==> src/rtl/hte_pkg.sv <==
// Shared types, constants and fixed-point helpers for the homogeneous transform engine.
// Used by every module of the block; depends on nothing else.
`timescale 1ns / 1ps

package hte_pkg;

   localparam int FRAC_BITS   = 16;
   localparam int WORD_WIDTH  = 32;
   localparam int COORD_W     = 32;
   localparam int OUT_W       = 32;
   localparam int MUL_W       = (WORD_WIDTH > COORD_W) ? WORD_WIDTH : COORD_W;
   localparam int PROD_W      = 2 * MUL_W;
   localparam int ACC_W       = PROD_W - FRAC_BITS + 2;
   localparam int MAT_DIM     = 4;
   localparam int MAT_ENTRIES = MAT_DIM * MAT_DIM;
   localparam int DIM_W       = $clog2(MAT_DIM);
   localparam int IDX_W       = $clog2(MAT_ENTRIES);

   localparam logic [IDX_W-1:0] COMPOSE_LAST   = IDX_W'(MAT_ENTRIES - 1);
   localparam logic [IDX_W-1:0] TRANSFORM_LAST = IDX_W'(2);
   localparam logic [DIM_W-1:0] TERM_LAST      = DIM_W'(MAT_DIM - 1);

   localparam logic signed [ACC_W-1:0] SAT_MAX =
      {{(ACC_W - WORD_WIDTH + 1){1'b0}}, {(WORD_WIDTH - 1){1'b1}}};
   localparam logic signed [ACC_W-1:0] SAT_MIN = ~SAT_MAX;

   localparam logic signed [MUL_W-1:0] POINT_ONE = MUL_W'(1) << FRAC_BITS;

   typedef enum logic [1:0] {
      OP_IDENTITY  = 2'd0,
      OP_WRITE     = 2'd1,
      OP_COMPOSE   = 2'd2,
      OP_TRANSFORM = 2'd3
   } op_type;

   typedef struct packed {
      op_type                    op;
      logic [DIM_W-1:0]          row;
      logic [DIM_W-1:0]          col;
      logic signed [COORD_W-1:0] entry_value;
      logic signed [COORD_W-1:0] point_x;
      logic signed [COORD_W-1:0] point_y;
      logic signed [COORD_W-1:0] point_z;
      logic                      is_vector;
   } req_type;

   typedef struct packed {
      logic signed [OUT_W-1:0] out_x;
      logic signed [OUT_W-1:0] out_y;
      logic signed [OUT_W-1:0] out_z;
      logic                    overflow;
   } rsp_type;

   typedef struct packed {
      logic                         sat;
      logic signed [WORD_WIDTH-1:0] word;
   } sat_result_type;

   // Control from the sequencer to the matrix store.
   typedef struct packed {
      logic                         set_identity;
      logic                         write_operand;
      logic [IDX_W-1:0]             operand_idx;
      logic signed [WORD_WIDTH-1:0] operand_value;
      logic                         write_model;
      logic [IDX_W-1:0]             model_idx;
      logic signed [WORD_WIDTH-1:0] model_value;
      logic                         flip_bank;
   } store_ctrl_type;

   function automatic sat_result_type saturate(input logic signed [ACC_W-1:0] v);
      sat_result_type r;
      r.sat  = 1'b0;
      r.word = v[WORD_WIDTH-1:0];
      if (v > SAT_MAX) begin
         r.sat  = 1'b1;
         r.word = SAT_MAX[WORD_WIDTH-1:0];
      end else if (v < SAT_MIN) begin
         r.sat  = 1'b1;
         r.word = SAT_MIN[WORD_WIDTH-1:0];
      end
      return r;
   endfunction

   // Value of one matrix word that holds 1.0, saturated if it does not fit.
   function automatic logic signed [WORD_WIDTH-1:0] one_word();
      sat_result_type r;
      r = saturate(ACC_W'(1) << FRAC_BITS);
      return r.word;
   endfunction

   // A word as it leaves on a 32-bit output field: sign-extended, low bits kept.
   function automatic logic signed [OUT_W-1:0] to_out(input logic signed [WORD_WIDTH-1:0] w);
      logic signed [MUL_W-1:0] e;
      e = MUL_W'(w);
      return e[OUT_W-1:0];
   endfunction

endpackage

==> src/rtl/hte_mac.sv <==
// Shared multiply-accumulate unit: registered product, floor shift and exact sum of four terms.
// Depends on hte_pkg for the word and accumulator widths.
`timescale 1ns / 1ps

module hte_mac
   import hte_pkg::*;
(
   input  logic                     clock,
   input  logic                     reset,
   input  logic                     issue,
   input  logic                     first,
   input  logic                     last,
   input  logic signed [MUL_W-1:0]  a,
   input  logic signed [MUL_W-1:0]  b,
   output logic                     done,
   output logic signed [ACC_W-1:0]  acc
);

   logic signed [PROD_W-1:0] prod_ff, prod_in;
   logic                     valid_ff, valid_in;
   logic                     first_ff, first_in;
   logic                     last_ff, last_in;
   logic signed [ACC_W-1:0]  acc_ff, acc_in;
   logic                     done_ff, done_in;
   logic signed [PROD_W-1:0] shifted;

   always_comb begin
      prod_in  = a * b;
      valid_in = issue;
      first_in = first;
      last_in  = last;
      // Arithmetic shift floors the product towards minus infinity.
      shifted  = prod_ff >>> FRAC_BITS;
      acc_in   = acc_ff;
      done_in  = 1'b0;
      if (valid_ff) begin
         acc_in  = (first_ff ? '0 : acc_ff) + ACC_W'(shifted);
         done_in = last_ff;
      end
   end

   always_ff @(posedge clock) begin
      prod_ff  <= prod_in;
      first_ff <= first_in;
      last_ff  <= last_in;
      acc_ff   <= acc_in;
      if (reset) begin
         valid_ff <= 1'b0;
         done_ff  <= 1'b0;
      end else begin
         valid_ff <= valid_in;
         done_ff  <= done_in;
      end
   end

   assign done = done_ff;
   assign acc  = acc_ff;

endmodule

==> config.mk <==
export PLATFORM = sky130hd
export DESIGN_NAME = hte_mac
export DESIGN_NICKNAME = d
export VERILOG_FILES = /design/src/rtl/hte_pkg.sv /design/src/rtl/hte_mac.sv
export SDC_FILE = /design/constraint.sdc
export NUM_CORES = 2
export LEC_CHECK = 0
export ABC_AREA = 1
export BUFFER_PORTS_ARGS = -buffer_cell sky130_fd_sc_hd__buf_2
export CORE_ASPECT_RATIO = 1.2
export CORE_MARGIN = 3
export CORE_UTILIZATION = 39
export DETAILED_ROUTE_END_ITERATION = 7
export GPL_TIMING_DRIVEN = 0
export PLACE_DENSITY = 0.55
export SETUP_SLACK_MARGIN = 0.1
export SYNTH_ARGS = -nofsm -noshare
export SYNTH_HDL_FRONTEND = slang
export SYNTH_SLANG_ARGS = --single-unit
==> constraint.sdc <==
create_clock -name clock -period 10.7 [get_ports clock]
set_clock_uncertainty 0.1 [all_clocks]
set_input_delay 1.07 -clock clock [delete_from_list [all_inputs] [get_ports clock]]
set_output_delay 1.07 -clock clock [all_outputs]
set_load 0.02 [all_outputs]
==> results.md <==
* CP most frequent cell: fa_1
* Worst setup startpoint: a[31]
* Final hold viol count at 0
* Setup WS pre-CTS at between 0.6 and 0.7 ns
* Post-CTS Hold Buffers at 0
* CP arrival at between 9 and 10 ns
* CP Capture Type: flop
* Post-CTS resize count at 0
* Relative slew slack at 12.2%
* Largest net degree at the start of global routing at 36
* Vias per inst at just over 5
* Main area contributors after synthesis: fa_1 (49%), inv_1 (14%), nand2_1 (12%), ha_1 (6.5%), edfxtp_1 (3.4%)
* Remaining DRCs at 0
* Mux cell area share after synthesis at 0%
* Number of global-route vias before repair at a little under 40,000
* TritonRoute pass-1 iters at 6
* Nets at about 7,000
* Met3 wire length at between 10 and 15 mm
* Critical path startpoint category: primary input
* Post-synth top cells: inv_1 (1,703), nand2_1 (1,463), fa_1 (1,082)
* Starting density of the core at approximately two fifths
* Post-CTS setup buffer count at 0
* Ports at 120
* Yosys top cell area share at between 40% and 50%
* Drt initial violations at about 3,000
* Routed wl met2 at ~81 mm
* Layout cells sized above 1 at under 10%
* Reg-to-Reg Start: first_ff
* Synth Area in XOR/XNOR at between 1 and 1.5%
* EDFF count, synth at 50
* Crit path max-delay cell type: fa_1
* Uppermost routed layer: met4
* Die Height at 376 um
* Max-Cap Viols at 0
* Yosys reg bits at around 100
* Initial antenna violation count at 7
* Tmin final at approximately 10 ns
* Final period util at 91.2%
* RSZ-0062 raised after global routing: false
* Gpl congestion at just under 1
* YS warnings at 0
* GRT Total Usage at between 20% and 30%
* CP Class: in2reg
* R2R Path End: acc[33]
* Root Driver: clkbuf_16
* Clock slew at reported path FFs at 0.08 ns
* Crit. path cell count at 26
* Worst Hold Class: reg2reg
* Syn avg cell area at around 7.8 um^2
* Worst Tran Pin Value at approximately 1.3 ns
* Antenna viol nets, final at 0
* R2R Setup Slk at about 6.9 ns
* CP peak stage delay at 1.02 ns
* Die Span X at about 310 um
* CP Data Required Time at ~11 ns
* DR WL/cell at about 23 um
* Ys async rst share at 0%
* Register area share after synthesis at 5.72%
* Area after DPL at between 0.04 and 0.05 mm^2
* Vias at 37,100
* Number of H-tree levels at 3
* First-pass GRT wire length at between 200 and 300 mm
* Post-DP HPWL at roughly 150 mm
* Status: complete, no violations
* Clk buf depth at 2
* M1 WL at 66.6 mm
* Clk_lat worst skew at roughly 0.36 ns
* Die area at around 0.12 mm^2
* Mapped Cells at around 5,700
* Yosys top cell by area: fa_1
* Post-synthesis simple-gate area fraction at around 17%
* Pins over their slew limit at 0
* Largest family of logic cells by synthesized area: adder cells
* Worst R2R Path Depth at 12
* Overflow after GRT at 0
* Critical path destination: prod_ff[59]
* Unique cell type count in the Yosys netlist at 38
* IO Port Bufs at about 120
* Synth Net Count at 7,083
* Crit Path Max Fanout at 11
* Area Overhead vs Synth at 6.29%
* Adder-Cell Fraction of Synth Area at a little under three fifths
* Final setup viols at 0
* Final instance area at 0.0472 mm^2
* Filler cell count at ~12,000
* Cell Rows at 135
* TritonCTS buffer count at 9
* CORE AREA at around 0.11 mm^2
* Max Clk Rate at about 100 MHz
* Top FF cell, synth: dfxtp_1
* Wirelength, routed at roughly 170 mm
* Post-Syn Area at between 0.04 and 0.05 mm^2
* Clock sinks at 102
* Final WS setup at approximately 0.94 ns
* CTS tree: yes
* CP Buf/Inv Count at 8
* Most common cell in the synthesized netlist: inv_1
* CP delay by family, top: adder cells
* Synth Area in Compound Gates at under 10%
* Setup_tns at 0 ns
## registers in the layout, indices dropped and copies added, names as in the netlist
name and flops:
acc 50, done 1, first_ff 1, last_ff 1
prod_ff 48, valid_ff 1
## cell usage in the layout (no fill, tap or decap), drive strengths merged
cell type and instances:
nor4 10, nand3 109, or2 9, nor2 315
fa 1082, nand4 23, clkinv 2, nor3 21
dfxtp 52, buf 121, o21ai 115, o21a 3
diode 2, nand2 1473, edfxtp 50, xor2 48
a21o 10, a21oi 176, o21bai 18, inv 1732
o211ai 1, clkinvlp 1, xnor2 20, a31oi 4
a21boi 4, and2 1, clkbuf 206, nand2b 4
ha 229
## cell type report
| class | count | area, um^2 | area share [%] |
|---|---|---|---|
| flip-flops and latches | 102 | 2540 | 5.39 |
| repair buffers | 120 | 616 | 1.30 |
| multi-input cells | 3675 | 34600 | 73.4 |
| clock buffers | 10 | 229 | 0.485 |
| inverters | 1729 | 6490 | 13.7 |
| clock inverters | 6 | 56.3 | 0.119 |
| diodes | 2 | 5.00 | 0.0106 |
| well taps | 1507 | 1890 | 3.99 |
| plain buffers | 197 | 739 | 1.57 |
## stage by stage
step           std cells  hold WS, ns  utilization [%]
2_1_floorplan       5703        0.304                -
3_3_place_gp        7329        0.314             41.5
3_5_place_dp        7330        0.317             41.5
4_1_cts             7346        0.330             41.8
5_1_grt             7347        0.351             41.8
6_report            7348        0.326             41.8
## kinds of logic (layout without fill, tap and decap cells)
family	count (synthesis)	after routing
buf+inv	1926	2062
flops	102	102
other cells	0	2
xor+xnor	68	68
fa+ha+maj	1311	1311
simple gates	1965	1965
compound gates	331	331
## worst min path at each step
stage	from	endpoint	slack (ns)	cells after the start
after global placement	last_ff	done	0.31	2
final	last_ff	done	0.33	2
after floorplan	last_ff	done	0.30	2
after CTS	last_ff	done	0.33	2
after global routing	last_ff	done	0.35	2
after detailed placement	last_ff	done	0.32	2
## worst min-delay path: cells and delay by family, from the launching register on
kind / cells / cell delay (ns)
flip-flops: 1 / 0.30
AND/OR/NAND/NOR: 2 / 0.08
## metal layers
layer  track usage, %  up-vias
li1                 -    16300
met1             37.5    18800
met2             49.5     1533
met3             3.34      416
met4             16.0        0
met5                0        -
Power is not shown: default switching activity piles up to over one toggle a cycle in this logic, so the estimate is an artifact.
