**src/rtl/hte_pkg.sv**
```systemverilog
// Shared types, constants and fixed-point helpers for the homogeneous transform engine.
// Used by every module of the block; depends on nothing else.
`timescale 1ns / 1ps

package hte_pkg;

   localparam int FRAC_BITS   = 16;
   localparam int WORD_WIDTH  = 32;
   localparam int COORD_W     = 32;
   localparam int OUT_W       = 32;
   localparam int MUL_W       = (WORD_WIDTH > COORD_W) ? WORD_WIDTH : COORD_W;
   localparam int PROD_W      = 2 * MUL_W;
   localparam int ACC_W       = PROD_W - FRAC_BITS + 2;
   localparam int MAT_DIM     = 4;
   localparam int MAT_ENTRIES = MAT_DIM * MAT_DIM;
   localparam int DIM_W       = $clog2(MAT_DIM);
   localparam int IDX_W       = $clog2(MAT_ENTRIES);

   localparam logic [IDX_W-1:0] COMPOSE_LAST   = IDX_W'(MAT_ENTRIES - 1);
   localparam logic [IDX_W-1:0] TRANSFORM_LAST = IDX_W'(2);
   localparam logic [DIM_W-1:0] TERM_LAST      = DIM_W'(MAT_DIM - 1);

   localparam logic signed [ACC_W-1:0] SAT_MAX =
      {{(ACC_W - WORD_WIDTH + 1){1'b0}}, {(WORD_WIDTH - 1){1'b1}}};
   localparam logic signed [ACC_W-1:0] SAT_MIN = ~SAT_MAX;

   localparam logic signed [MUL_W-1:0] POINT_ONE = MUL_W'(1) << FRAC_BITS;

   typedef enum logic [1:0] {
      OP_IDENTITY  = 2'd0,
      OP_WRITE     = 2'd1,
      OP_COMPOSE   = 2'd2,
      OP_TRANSFORM = 2'd3
   } op_type;

   typedef struct packed {
      op_type                    op;
      logic [DIM_W-1:0]          row;
      logic [DIM_W-1:0]          col;
      logic signed [COORD_W-1:0] entry_value;
      logic signed [COORD_W-1:0] point_x;
      logic signed [COORD_W-1:0] point_y;
      logic signed [COORD_W-1:0] point_z;
      logic                      is_vector;
   } req_type;

   typedef struct packed {
      logic signed [OUT_W-1:0] out_x;
      logic signed [OUT_W-1:0] out_y;
      logic signed [OUT_W-1:0] out_z;
      logic                    overflow;
   } rsp_type;

   typedef struct packed {
      logic                         sat;
      logic signed [WORD_WIDTH-1:0] word;
   } sat_result_type;

   // Control from the sequencer to the matrix store.
   typedef struct packed {
      logic                         set_identity;
      logic                         write_operand;
      logic [IDX_W-1:0]             operand_idx;
      logic signed [WORD_WIDTH-1:0] operand_value;
      logic                         write_model;
      logic [IDX_W-1:0]             model_idx;
      logic signed [WORD_WIDTH-1:0] model_value;
      logic                         flip_bank;
   } store_ctrl_type;

   function automatic sat_result_type saturate(input logic signed [ACC_W-1:0] v);
      sat_result_type r;
      r.sat  = 1'b0;
      r.word = v[WORD_WIDTH-1:0];
      if (v > SAT_MAX) begin
         r.sat  = 1'b1;
         r.word = SAT_MAX[WORD_WIDTH-1:0];
      end else if (v < SAT_MIN) begin
         r.sat  = 1'b1;
         r.word = SAT_MIN[WORD_WIDTH-1:0];
      end
      return r;
   endfunction

   // Value of one matrix word that holds 1.0, saturated if it does not fit.
   function automatic logic signed [WORD_WIDTH-1:0] one_word();
      sat_result_type r;
      r = saturate(ACC_W'(1) << FRAC_BITS);
      return r.word;
   endfunction

   // A word as it leaves on a 32-bit output field: sign-extended, low bits kept.
   function automatic logic signed [OUT_W-1:0] to_out(input logic signed [WORD_WIDTH-1:0] w);
      logic signed [MUL_W-1:0] e;
      e = MUL_W'(w);
      return e[OUT_W-1:0];
   endfunction

endpackage

```
**src/rtl/hte_matrix_store.sv**
```systemverilog
// Matrix storage: two model banks (active and shadow for compose) and the operand matrix.
// Depends on hte_pkg for the control struct, word width and identity value.
`timescale 1ns / 1ps

module hte_matrix_store
   import hte_pkg::*;
(
   input  logic                         clock,
   input  logic                         reset,
   input  store_ctrl_type               ctrl,
   input  logic [IDX_W-1:0]             model_rd_idx,
   input  logic [IDX_W-1:0]             operand_rd_idx,
   output logic signed [WORD_WIDTH-1:0] model_rd_data,
   output logic signed [WORD_WIDTH-1:0] operand_rd_data
);

   logic signed [WORD_WIDTH-1:0] bank0_ff [MAT_ENTRIES];
   logic signed [WORD_WIDTH-1:0] bank1_ff [MAT_ENTRIES];
   logic signed [WORD_WIDTH-1:0] operand_ff [MAT_ENTRIES];
   logic                         sel_ff, sel_in;
   logic signed [WORD_WIDTH-1:0] one_value;

   assign one_value = one_word();
   assign sel_in    = ctrl.flip_bank ? ~sel_ff : sel_ff;

   always_comb begin
      model_rd_data   = sel_ff ? bank1_ff[model_rd_idx] : bank0_ff[model_rd_idx];
      operand_rd_data = operand_ff[operand_rd_idx];
   end

   // The diagonal of a row-major 4x4 matrix is every fifth entry.
   always_ff @(posedge clock) begin
      if (reset) begin
         sel_ff <= 1'b0;
         for (int i = 0; i < MAT_ENTRIES; i++) begin
            bank0_ff[i]   <= (i % (MAT_DIM + 1) == 0) ? one_value : '0;
            operand_ff[i] <= (i % (MAT_DIM + 1) == 0) ? one_value : '0;
         end
      end else begin
         sel_ff <= sel_in;
         for (int i = 0; i < MAT_ENTRIES; i++) begin
            if (ctrl.set_identity) begin
               if (sel_ff) begin
                  bank1_ff[i] <= (i % (MAT_DIM + 1) == 0) ? one_value : '0;
               end else begin
                  bank0_ff[i] <= (i % (MAT_DIM + 1) == 0) ? one_value : '0;
               end
            end
         end
         if (ctrl.write_model) begin
            if (sel_ff) begin
               bank0_ff[ctrl.model_idx] <= ctrl.model_value;
            end else begin
               bank1_ff[ctrl.model_idx] <= ctrl.model_value;
            end
         end
         if (ctrl.write_operand) begin
            operand_ff[ctrl.operand_idx] <= ctrl.operand_value;
         end
      end
   end

endmodule

```
**config.mk**
```make
export PLATFORM = sky130hd
export DESIGN_NAME = hte_matrix_store
export DESIGN_NICKNAME = d
export VERILOG_FILES = /design/src/rtl/hte_pkg.sv /design/src/rtl/hte_matrix_store.sv
export SDC_FILE = /design/constraint.sdc
export NUM_CORES = 2
export LEC_CHECK = 0
export BUFFER_PORTS_ARGS = -buffer_cell sky130_fd_sc_hd__buf_2
export CORE_MARGIN = 4
export CORE_UTILIZATION = 50
export DETAILED_ROUTE_END_ITERATION = 10
export PLACE_DENSITY = 0.71
export SETUP_SLACK_MARGIN = 0.15
export SLEW_MARGIN = 15
export SYNTH_ARGS = -nofsm -noshare
export SYNTH_HDL_FRONTEND = slang
export SYNTH_SLANG_ARGS = --single-unit
```
**constraint.sdc**
```tcl
create_clock -name clock -period 5.06 [get_ports clock]
set_clock_uncertainty 0.05 [all_clocks]
set_input_delay 0.506 -clock clock [delete_from_list [all_inputs] [get_ports clock]]
set_output_delay 0.506 -clock clock [all_outputs]
set_load 0.01 [all_outputs]
```
==> flow_metrics.tcl <==
set metrics [dict create \
    cts_num_sinks 1537 \
    final_area_um2 78400 \
    netlist_area_um2 70200 \
    finalSetupTns_ns 0 \
    netlist_instances 4838 \
    placed_cell_area_um2 73200 \
    powerDensity_nw_per_um2 362 \
    cp_max_fo 32 \
    cts_max_level 4 \
    wl_um 183000 \
    drc 0 \
    dieArea_um2 146000 \
    synth_edf_count 1536 \
    place_congestion 0.836 \
    clkPwrFrac 0.405 \
    yosysWarnings 0 \
    io-pin-count 150 \
    grt_pass1_vias 40500 \
    p_comb_frac 0.078 \
    drt-initial-drc-count 4386 \
    dr.pass1.iters 6 \
    regToRegSetupSlack_ns 2.01 \
    cts-root-buf "clkbuf_16" \
    vias 40300 \
    arrival_ns 3.58 \
    ir_drop_mv 0.331 \
    pwr-share-seq 0.517 \
    path_cells "or2_2, nor3_1, a31oi_1, nand3_1, buf_2" \
    synthFlopType "edfxtp_1" \
    clockBufferDepth 3 \
    startpoint "sel_ff" \
    max_freq_mhz 242 \
    io_buffers 149 \
    grt_pass1_wl_um 270000 \
    die_height_um 383 \
    min_period_ns 4.13 \
    rows 137 \
    track_usage 0.248 \
    critPathLaunchType "flop" \
    tightest_slew_ns 1.20 \
    nNetsFinal 4911 \
    worstPathRequired_ns 4.50 \
    crit_type "flop to output port" \
    cts_setup_buffers 0 \
    initial_utilization 0.503 \
    synth.avg_cell_area_um2 14.5 \
    cts_made_buffers 159 \
    maxCapViolCount 0 \
    timing.rr.end "bank0_ff[5][21]" \
    ys_types 31 \
    wl_per_cell_um 26.7 \
    grt_start_max_net_pins 69 \
    clk_pin_slew_ns 0.07 \
    viasPerCell 5.89 \
    fin_crit_sh 0.817 \
    area_delta_synth_final_pct 11.7 \
    core_area_um2 140000 \
    dp_hpwl_um 104000 \
    slowest_delay_ns 0.86 \
    setup_viol 0 \
    worstReg2RegStart "sel_ff" \
    utilization 0.562 \
    switchingPower_mw 6.68 \
    ctsHoldBuffers 0 \
    cpMaxStageDelayCell "or2_2" \
    ys_ff_latch 1537 \
    slew_headroom 0.200 \
    hold_violations 0 \
    drv_slew 0 \
    antenna_found_initial 24 \
    critPathCapture "model_rd_data[23]" \
    fp.dieW_um 383 \
    clk_latency_ns 0.79 \
    mostFrequentLayoutCells "1536 x edfxtp_1, 1524 x and2_1, 512 x mux2i_1" \
    cellLeakagePower_nw 29.8 \
    hold_path_class "primary input to flop" \
    p_int_mw 21.7 \
    nFillCells 10900 \
    antenna_left 0 \
    crit_path_end_kind "output port" \
    gr-total-overflow 0 \
    mappedNetlistNets 4924 \
    synthArstFlopShare 0 \
    cts_tree "built" \
    rsz0062_at_grt "no" \
    layout_commonest_cell "edfxtp_1" \
    cts_resized 0 \
    switching_share 0.236 \
    status "completed" \
    synth-seq-area-share 0.657 \
    r2r_cells 5 \
    drive_gt1_frac 0.143 \
]
-- cells in the mapped netlist, types with 12 or more instances --
cell type / instances / area [um2]
mux4_2: 110 / 2480
o21ai_0: 32 / 160
a31oi_1: 32 / 200
and2_1: 1525 / 9540
nand3_1: 99 / 495
nor2_1: 49 / 184
buf_2: 60 / 300
a22o_1: 64 / 561
nor3_1: 35 / 175
mux4_1: 50 / 1310
buf_1: 20 / 75.1
or2_2: 18 / 113
mux2i_1: 512 / 5120
clkbuf_1: 343 / 1290
or3_1: 12 / 75.1
edfxtp_1: 1536 / 46100
a22oi_1: 96 / 721
nand2_1: 107 / 402
a21oi_1: 97 / 485
-- cell type report --
class	instances	area [um2]	area share
timing repair buffer	271	2000	0.0255
antenna	10	25.0	0.000319
clock inverter	98	992	0.0127
sequential	1537	46100	0.589
tap	1876	2350	0.0299
inverter	1	3.75	0.0000479
clock buffer	191	4100	0.0523
multi-input combinational	2855	22800	0.291
-- worst min path at each step --
stage,end,depth (start not counted),startpoint,slack [ns]
final,sel_ff,3,ctrl[0],0.08
after CTS,sel_ff,3,ctrl[0],0.02
after global routing,sel_ff,3,ctrl[0],0.07
after detailed placement,sel_ff,2,sel_ff,0.62
after floorplan,sel_ff,3,sel_ff,0.58
after global placement,sel_ff,2,sel_ff,0.59
-- logic make-up after synthesis --
group | synth area share
xor+xnor | 0.000125
mux | 0.127
flops | 0.657
buf+inv | 0.0270
compound gates | 0.0303
simple gates | 0.158
-- worst max-delay path, delay by kind of cell, from the launching register on --
kind                   cells  cell delay [ns]
AND/OR/NAND/NOR            3             1.54
flip-flops                 1             0.53
AO/OA/AOI/OAI              1             0.42
buffers and inverters      1             0.28
-- metrics by stage --
stage / setup WS (ns) / hold WS (ns) / total power, mW / std cells
after global routing: 0.802 / 0.0652 / 29.2 / 6830
after global placement: 1.45 / 0.591 / 17.1 / 6534
after detailed placement: 1.34 / 0.615 / 17.1 / 6539
after CTS: 0.893 / 0.0155 / 28.4 / 6828
after floorplan: 1.08 / 0.575 / 16.2 / 4838
final: 0.926 / 0.0762 / 28.3 / 6839
-- layer usage --
| metal | wire length [um] | track usage | vias up |
|---|---|---|---|
| li1 | - | - | 17600 |
| met1 | 73200 | 0.339 | 20400 |
| met2 | 86900 | 0.397 | 1937 |
| met3 | 15600 | 0.0482 | 377 |
| met4 | 6750 | 0.0935 | 10 |
| met5 | 74 | 0 | - |
-- sequential cells by signal, indices dropped and copies added (netlist names) --
signal,flops
bank0_ff,512
sel_ff,1
bank1_ff,512
operand_ff,512
-- power by group through the flow --
stage	combinational [mW]	sequential [mW]	clock [mW]
6_report	2.20	14.7	11.5
5_1_grt	2.31	14.7	12.2
4_1_cts	2.19	14.7	11.6
3_5_place_dp	2.19	14.9	0
3_3_place_gp	2.15	14.9	0
2_1_floorplan	1.27	14.9	0
(Power assumes the default switching activity.)
